File: src/bkt_pkg.sv
// Shared types, constants and the keyword table of the keyword tokenizer.
// No dependencies.
package bkt_pkg;

   localparam int MATCH_SPAN = 7;
   localparam int KEY_COUNT  = 76;

   localparam logic [7:0] TOKEN_BASE = 8'h80;
   localparam logic [7:0] TOKEN_DATA = 8'h83;
   localparam logic [7:0] TOKEN_REM  = 8'h8F;
   localparam logic [7:0] LINE_END   = 8'h00;
   localparam logic [7:0] CHAR_QUOTE = 8'h22;
   localparam logic [7:0] CHAR_COLON = 8'h3A;
   localparam logic [7:0] CHAR_SPACE = 8'h20;

   typedef struct packed {
      logic append;
      logic resolve;
      logic term;
   } cmd_type;

   typedef struct packed {
      logic full;
      logic empty;
      logic can_emit;
   } status_type;

   // Keyword text, right-justified, first char in the highest used byte.
   function automatic logic [55:0] kw_text(input int k);
      logic [55:0] t;
      unique case (k)
         0: t = "END";      1: t = "FOR";      2: t = "NEXT";     3: t = "DATA";
         4: t = "INPUT#";   5: t = "INPUT";    6: t = "DIM";      7: t = "READ";
         8: t = "LET";      9: t = "GOTO";     10: t = "RUN";     11: t = "IF";
         12: t = "RESTORE"; 13: t = "GOSUB";   14: t = "RETURN";  15: t = "REM";
         16: t = "STOP";    17: t = "ON";      18: t = "WAIT";    19: t = "LOAD";
         20: t = "SAVE";    21: t = "VERIFY";  22: t = "DEF";     23: t = "POKE";
         24: t = "PRINT#";  25: t = "PRINT";   26: t = "CONT";    27: t = "LIST";
         28: t = "CLR";     29: t = "CMD";     30: t = "SYS";     31: t = "OPEN";
         32: t = "CLOSE";   33: t = "GET";     34: t = "NEW";     35: t = "TAB(";
         36: t = "TO";      37: t = "FN";      38: t = "SPC(";    39: t = "THEN";
         40: t = "NOT";     41: t = "STEP";    42: t = "+";       43: t = "-";
         44: t = "*";       45: t = "/";       46: t = "^";       47: t = "AND";
         48: t = "OR";      49: t = ">";       50: t = "=";       51: t = "<";
         52: t = "SGN";     53: t = "INT";     54: t = "ABS";     55: t = "USR";
         56: t = "FRE";     57: t = "POS";     58: t = "SQR";     59: t = "RND";
         60: t = "LOG";     61: t = "EXP";     62: t = "COS";     63: t = "SIN";
         64: t = "TAN";     65: t = "ATN";     66: t = "PEEK";    67: t = "LEN";
         68: t = "STR$";    69: t = "VAL";     70: t = "ASC";     71: t = "CHR$";
         72: t = "LEFT$";   73: t = "RIGHT$";  74: t = "MID$";    75: t = "GO";
         default: t = '0;
      endcase
      return t;
   endfunction

   function automatic logic [2:0] kw_len(input int k);
      logic [55:0] t;
      logic [2:0]  n;
      t = kw_text(k);
      n = '0;
      for (int i = 0; i < MATCH_SPAN; i++) begin
         if (t[8*i +: 8] != 8'h00) n = n + 3'd1;
      end
      return n;
   endfunction

   function automatic logic [7:0] kw_char(input int k, input int n);
      logic [55:0] t;
      int          l;
      t = kw_text(k);
      l = int'(kw_len(k));
      return t[8*(l-1-n) +: 8];
   endfunction

   function automatic logic [7:0] to_upper(input logic [7:0] c);
      return (c >= 8'h61 && c <= 8'h7A) ? c - 8'd32 : c;
   endfunction

endpackage

File: src/bkt_ctrl.sv
// Sequencing state machine of the keyword tokenizer.
// Depends on bkt_pkg.
module bkt_ctrl (
   input  logic                  clock,
   input  logic                  reset,
   input  logic                  req_valid,
   input  logic                  req_line_done,
   output logic                  req_ready,
   input  bkt_pkg::status_type   status,
   output bkt_pkg::cmd_type      cmd
);

   localparam logic [1:0] S_RUN   = 2'd0;
   localparam logic [1:0] S_DRAIN = 2'd1;
   localparam logic [1:0] S_TERM  = 2'd2;

   logic [1:0] state_ff, state_in;

   always_comb begin
      state_in    = state_ff;
      req_ready   = 1'b0;
      cmd         = '0;
      unique case (state_ff)
         S_RUN: begin
            if (status.full) begin
               cmd.resolve = status.can_emit;
            end else begin
               req_ready = 1'b1;
               if (req_valid) begin
                  if (req_line_done) state_in = S_DRAIN;
                  else cmd.append = 1'b1;
               end
            end
         end
         S_DRAIN: begin
            if (status.empty) state_in = S_TERM;
            else cmd.resolve = status.can_emit;
         end
         S_TERM: begin
            if (status.can_emit) begin
               cmd.term = 1'b1;
               state_in = S_RUN;
            end
         end
         default: state_in = S_RUN;
      endcase
   end

   always_ff @(posedge clock) begin
      if (reset) state_ff <= S_RUN;
      else state_ff <= state_in;
   end

`ifndef SYNTHESIS
   a_one_cmd: assert property (@(posedge clock) disable iff (reset)
      $onehot0({cmd.append, cmd.resolve, cmd.term}))
      else $error("more than one datapath command");
   a_no_take_full: assert property (@(posedge clock) disable iff (reset)
      status.full |-> !req_ready)
      else $error("input taken while window full");
   a_term_after_drain: assert property (@(posedge clock) disable iff (reset)
      cmd.term |-> status.empty)
      else $error("terminator before window drained");
`endif

endmodule

File: config.mk
export PLATFORM = sky130hd
export DESIGN_NAME = bkt_ctrl
export DESIGN_NICKNAME = d
export VERILOG_FILES = /design/src/bkt_pkg.sv /design/src/bkt_ctrl.sv
export SDC_FILE = /design/constraint.sdc
export NUM_CORES = 1
export LEC_CHECK = 0
export BUFFER_PORTS_ARGS = -buffer_cell sky130_fd_sc_hd__buf_2
export CORE_AREA = 4 4 41 43
export CTS_BUF_LIST = sky130_fd_sc_hd__clkbuf_4 sky130_fd_sc_hd__clkbuf_8 sky130_fd_sc_hd__clkbuf_16
export DETAILED_ROUTE_END_ITERATION = 10
export DIE_AREA = 0 0 45 47
export PLACE_DENSITY = 0.41
export SKIP_LAST_GASP = 1
export SLEW_MARGIN = 10
export SYNTH_ARGS = -nofsm -noshare
export SYNTH_HDL_FRONTEND = slang
export SYNTH_SLANG_ARGS = --single-unit
File: constraint.sdc
create_clock -name clock -period 1.18 [get_ports clock]
set_clock_uncertainty 0.15 [all_clocks]
set_input_delay 0.118 -clock clock [delete_from_list [all_inputs] [get_ports clock]]
set_output_delay 0.118 -clock clock [all_outputs]
set_load 0.1 [all_outputs]
After elaboration in Yosys (flattened, before gate mapping)
Cells that the tools add are included.

cells by class
  equality and inequality tests = 7
  muxes and demuxes = 17
  reduce and logical (&&, ||, !) cells = 2

operators by type and width
  cell                                            number
  2-to-1 mux 1 bit                                10
  2-to-1 mux 2 bit                                5
  inequality test 2 bit (second input constant)   5
  one-hot mux 2 bit (3 select lines)              1
  AND reduction 5 bit                             1
  == test 2 x 1 -> 1 bit (second input constant)  1
  == test 2 bit (second input constant)           1
  zero test 2 bit                                 1
  one-hot mux 1 bit (2 select lines)              1

storage, ports and cells
  flip-flop bits (word level) = 2
  bits of input ports = 7
  output and inout bits = 4
  logic and storage cells = 27

Depth between registers and ports, before layout
Gate-level depths: netlist of run 1.

  word-level depth = 4
  gate-level depth with buffers = 2
  gate-level depth less buffers = 2

Worst setup path before layout of run 1
OpenSTA, ideal clock, no wires.

  path kind = reg2out
  start = register state_ff[0]
  end = output req_ready
  arrival = 2.418 ns
  required time = 0.912 ns
  setup slack = -1.506 ns
  stages on the path, launching flop included = 2
  path buffers = 0
  cells stage by stage = dfxtp_1 nor3_1

on the way
  longest elaborated chain between the ends = 2

RTL lines
  item                    RTL line        source
  from (decl)             bkt_ctrl.sv:17  logic [1:0] state_ff, state_in;
  from (signal assigned)  bkt_ctrl.sv:51  else state_ff <= state_in;
  zero test 2 bit         bkt_ctrl.sv:23  unique case (state_ff)
  2-to-1 mux 1 bit        bkt_ctrl.sv:23
  to (decl)               bkt_ctrl.sv:8   output logic req_ready,

Every way passes these cells.

==> impl_metrics.env, run 1 <==
export IMPL_cp_start_kind="register"
export IMPL_largest_register="state_ff"
export IMPL_worst_pin_slew_ps=172
export IMPL_seq_area_um2=45.0
export IMPL_vias=196
export IMPL_whs_ps=26.1
export IMPL_synth_seq_cells=2
export IMPL_cts_path_max_buffers=2
export IMPL_drtIter0Drc=2
export IMPL_status="finished, violations left"
export IMPL_power_leakage_nw=0.152
export IMPL_die_h_um=47
export IMPL_wl_per_cell_um=9.96
export IMPL_grt_max_degree=8
export IMPL_slew_viol_final=0
export IMPL_max_stage_delay_ps=510
export IMPL_synth_avg_cell_area_um2=8.32
export IMPL_final_common_cell="buf_2"
export IMPL_reg_top3="state_ff (2)"
export IMPL_grt_pass1_vias=227
export IMPL_syn_inst=17
export IMPL_syn2layout_area_growth_pct=173
export IMPL_largest_reg_flops=2
export IMPL_path_buf_inv=1
export IMPL_nFillCells=147
export IMPL_yosysSeqAreaShare=0.283
export IMPL_power_density_nw_per_um2=1050
export IMPL_path_depth=3
export IMPL_slew_headroom=0.885
export IMPL_n_antenna_cell=0
export IMPL_syn_nets=24
export IMPL_fin_crit_sh=1.40
export IMPL_cts_tree="yes"
export IMPL_clock_latency_ps=240
export IMPL_hpwl_um=422
export IMPL_layout_nets=43
export IMPL_hp_class="in -> reg"
export IMPL_critPathArrivalTime_ps=1390
export IMPL_die_area_um2=2120
export IMPL_port_buffer_count=10
export IMPL_pre_cts_ws_ps=-255
export IMPL_ant_nets=0
export IMPL_multiInputGateArea_um2=145
export IMPL_vias_per_cell=3.92
export IMPL_wirelength_um=498
export IMPL_layout_setup_ws_ps=-473
export IMPL_die_w_um=45
export IMPL_grt_usage=0.0599
export IMPL_clkTransAtPathRegs_ps=40
export IMPL_worstPathRequired_ps=910
export IMPL_layout_common_cells="buf_2, clkbuf_4, buf_12"
export IMPL_cts_root_buffer="clkbuf_4"
export IMPL_ios=11
export IMPL_num_rows=13
export IMPL_worst_setup_path_end_kind="primary output"
export IMPL_worstPathCellList="or4b_4 > nor2_4 > buf_12"
export IMPL_min_delay_path_depth=3
export IMPL_period_minus_slack_ps=1650
export IMPL_final_hold_viol_count=0
export IMPL_cts_sinks=2
export IMPL_gp_congestion=0.641
export IMPL_cts_buffers=3
export IMPL_dr_pass1_iters=2
export IMPL_route_detailed_drc=0
export IMPL_setup_viol=6
export IMPL_violations="setup timing"
export IMPL_synth_cell_types=12
export IMPL_worstSetupPathType="reg -> out"
export IMPL_min_from="status[1]"
export IMPL_antenna_found_initial=0
export IMPL_slowest_stage="or4b_4"
export IMPL_core_um2=1300
export IMPL_synth_warnings=0
export IMPL_vdd_ir_drop_max_mv=0.359
export IMPL_r2r_slack_ps=-60
export IMPL_r2r_start="state_ff[0]"
export IMPL_crit_fanout=2
export IMPL_syn_area_um2=141
export IMPL_maxCapViolCount=0
export IMPL_cts_htree_levels=1
export IMPL_drive_gt1_frac=0.771
export IMPL_initial_utilization=0.109
export IMPL_crit_family="simple AND/OR/NAND/NOR gates"
export IMPL_cp_startpoint="state_ff[0]"
export IMPL_max_freq_mhz=605
export IMPL_grt_pass1_wl_um=869
export IMPL_grt_overflow=0
export IMPL_rsz0062_at_grt="yes"
export IMPL_r2r_cells=3
-- worst paths after layout --
path,end
max reg2reg,state_ff[0]
min,state_ff[0]
max,cmd[2]
min reg2reg,state_ff[0]
-- power by group --
part | internal [mW] | switching, mW
clock | 0.149 | 0.0495
combinational | 0.0551 | 0.0800
sequential | 0.0689 | 0.00133
total | 0.273 | 0.131
-- metrics by stage --
stage	setup TNS [ps]	util	area [um2]	power, mW	std cells
global placement	-564	0.258	335	0.200	45
global route	-1570	0.296	385	0.429	50
detailed placement	-600	0.258	335	0.202	45
floorplan	-1060	-	184	0.148	17
finish	-1280	0.296	385	0.404	50
CTS	-1370	0.296	385	0.410	50
-- worst register-to-register path: cells and delay by family (launching register included) --
kind / cells / cell delay (ps)
simple gates: 1 / 470
compound gates: 1 / 70
buf+inv: 1 / 150
flops: 1 / 340
-- routing by layer --
layer | up-vias | GRT usage | wire (um)
li1 | 96 | - | -
met2 | 9 | 0.110 | 286
met1 | 91 | 0.0566 | 175
met4 | 0 | 0.0175 | 0
met5 | - | 0 | 0
met3 | 0 | 0.0345 | 36
-- synth_stat cells --
cell,n,share of area
a21oi_1,2,0.071
dfxtp_1,2,0.28
nand2_1,1,0.027
nand2b_1,3,0.13
nand3b_1,1,0.053
nor2_1,2,0.053
nor3_1,1,0.035
o21ai_2,1,0.062
or2b_1,1,0.053
or3b_1,1,0.062
or4b_1,1,0.071
or4b_4,1,0.097
-- layout make-up --
class,instances,share of cell area
Timing Repair Buffer,14,0.380
Clock buffer,4,0.0779
Sequential cell,2,0.117
Multi-Input combinational cell,15,0.377
Tap cell,15,0.0487
-- kinds of logic (layout without fill, tap and decap cells) --
kind of cell / count (synthesis) / after routing / share of synthesized area
simple gates: 12 / 12 / 0.584
compound gates: 3 / 3 / 0.133
flops: 2 / 2 / 0.283
buf+inv: 0 / 18 / 0
-- repair_timing --
action,in CTS,in global routing
setup endpoints to repair,6,6
resized for setup,3,0
buffers inserted,0,0
pin swaps,3,3
endpoints found under the hold margin,1,0
hold buffers,1,0
(Power assumes the default switching activity.)
==> run 2: changes to the inputs <==
Settings changed: PLACE_DENSITY 0.41 to 0.36.
==> impl_metrics.env, run 2 (same netlist as run 1, synthesis figures left out) <==
export IMPL_grt_pass1_vias=188
export IMPL_r2r_slack_ps=-130
export IMPL_cts_sinks=2
export IMPL_crit_end="cmd[2]"
export IMPL_path_buf_inv=1
export IMPL_grt_overflow=0
export IMPL_rsz0062_at_grt="yes"
export IMPL_layout_setup_ws_ps=-445
export IMPL_die_w_um=45
export IMPL_r2r_start="state_ff[1]"
export IMPL_hpwl_um=377
export IMPL_ios=11
export IMPL_path_depth=3
export IMPL_violations="setup timing"
export IMPL_die_area_um2=2120
export IMPL_gp_congestion=0.731
export IMPL_dr_pass1_iters=2
export IMPL_final_core_util=0.314
export IMPL_wirelength_um=464
export IMPL_num_rows=13
export IMPL_crit_family="simple AND/OR/NAND/NOR gates"
export IMPL_cts_root_buffer="clkbuf_4"
export IMPL_worst_pin_slew_ps=169
export IMPL_layout_common_cells="buf_2, clkbuf_4, buf_12, buf_4, nand2b_1"
export IMPL_route_detailed_drc=0
export IMPL_die_h_um=47
export IMPL_final_hold_viol_count=0
export IMPL_clock_latency_ps=230
export IMPL_worstPathRequired_ps=910
export IMPL_max_freq_mhz=615
export IMPL_n_antenna_cell=0
export IMPL_crit_fanout=2
export IMPL_cts_tree="yes"
export IMPL_finish_instance_area_um2=409
export IMPL_status="finished, violations left"
export IMPL_max_stage_delay_ps=500
export IMPL_cp_startpoint="state_ff[0]"
export IMPL_critPathArrivalTime_ps=1360
export IMPL_r2r_cells=4
export IMPL_reg2reg_to="state_ff[0]"
export IMPL_largest_register="state_ff"
export IMPL_placed_cell_area_um2=343
export IMPL_initial_utilization=0.109
export IMPL_cts_path_max_buffers=2
export IMPL_vias_per_cell=3.60
export IMPL_worstSetupPathType="reg -> out"
export IMPL_worst_setup_path_end_kind="primary output"
export IMPL_antenna_found_initial=0
export IMPL_setup_viol=6
export IMPL_tns_ps=-1520
export IMPL_slew_headroom=0.887
export IMPL_nFillCells=146
export IMPL_cts_buffers=3
export IMPL_maxCapViolCount=0
export IMPL_cp_start_kind="register"
export IMPL_power_leakage_nw=0.172
export IMPL_vias=187
export IMPL_clkTransAtPathRegs_ps=40
export IMPL_largest_reg_flops=2
export IMPL_reg_top3="state_ff (2)"
export IMPL_grt_max_degree=8
export IMPL_drtIter0Drc=2
export IMPL_power_density_nw_per_um2=985
export IMPL_layout_nets=45
export IMPL_slowest_stage="or4b_4"
export IMPL_core_um2=1300
export IMPL_vdd_ir_drop_max_mv=0.299
export IMPL_hp_class="in -> reg"
export IMPL_fin_crit_sh=1.38
export IMPL_syn2layout_area_growth_pct=189
export IMPL_pre_cts_ws_ps=-239
export IMPL_final_common_cell="buf_2"
export IMPL_worstPathCellList="or4b_4 > nor2_4 > buf_12"
export IMPL_ant_nets=0
export IMPL_period_minus_slack_ps=1630
export IMPL_port_buffer_count=10
export IMPL_grt_pass1_wl_um=765
export IMPL_wl_per_cell_um=8.92
export IMPL_cts_htree_levels=1
export IMPL_drive_gt1_frac=0.811
export IMPL_slew_viol_final=0
export IMPL_grt_usage=0.0536
[run 2: worst min path at each step]
stage                        startpoint           to  slack (ps)  cells past startpoint
after floorplan                   reset  state_ff[1]          30                      1
after global placement            reset  state_ff[1]         150                      2
after detailed placement          reset  state_ff[1]         150                      2
after CTS                         reset  state_ff[0]          20                      3
after global routing      req_line_done  state_ff[0]          30                      3
final                             reset  state_ff[0]          30                      3
[run 2: cell type report]
| type | count | area [um2] | share of cell area |
|---|---|---|---|
| timing repair buffer | 16 | 161 | 0.394 |
| clock buffer | 4 | 30.0 | 0.0734 |
| multi-input combinational | 15 | 154 | 0.376 |
| sequential | 2 | 45.0 | 0.110 |
| tap | 15 | 18.8 | 0.0459 |
[run 2: repair_timing]
| action | CTS | global route |
|---|---|---|
| gates cloned | 0 | 0 |
| pin swaps | 4 | 2 |
| resized for setup | 4 | 2 |
| endpoints found under the hold margin | 1 | 0 |
| hold buffers | 1 | 0 |
| endpoints found under the setup margin | 6 | 6 |
| setup buffers | 1 | 1 |
[run 2: tightest hold or removal path, cell delays in order]
cell and delay, ps:
buf_2 90, or4b_4 120, o21ai_2 40
[run 2: metal layers]
| metal | GRT usage | vias to the layer above | share of wire |
|---|---|---|---|
| li1 | - | 102 | - |
| met4 | 0.0526 | 0 | 0 |
| met3 | 0.0192 | 0 | 0.065 |
| met1 | 0.0543 | 80 | 0.39 |
| met2 | 0.0847 | 5 | 0.55 |
| met5 | 0 | - | 0 |
[run 2: per-stage QoR]
stage,cells,power (mW),hold WS (ps)
after detailed placement,46,0.204,148
after global placement,46,0.204,149
after global routing,52,0.435,32.2
after floorplan,17,0.148,29.7
final,52,0.403,27.7
after CTS,52,0.412,19.6
[run 2: power breakdown]
part | internal (mW) | switching (mW)
clock | 0.149 | 0.0449
sequential | 0.0690 | 0.00145
combinational | 0.0578 | 0.0808
total | 0.276 | 0.127
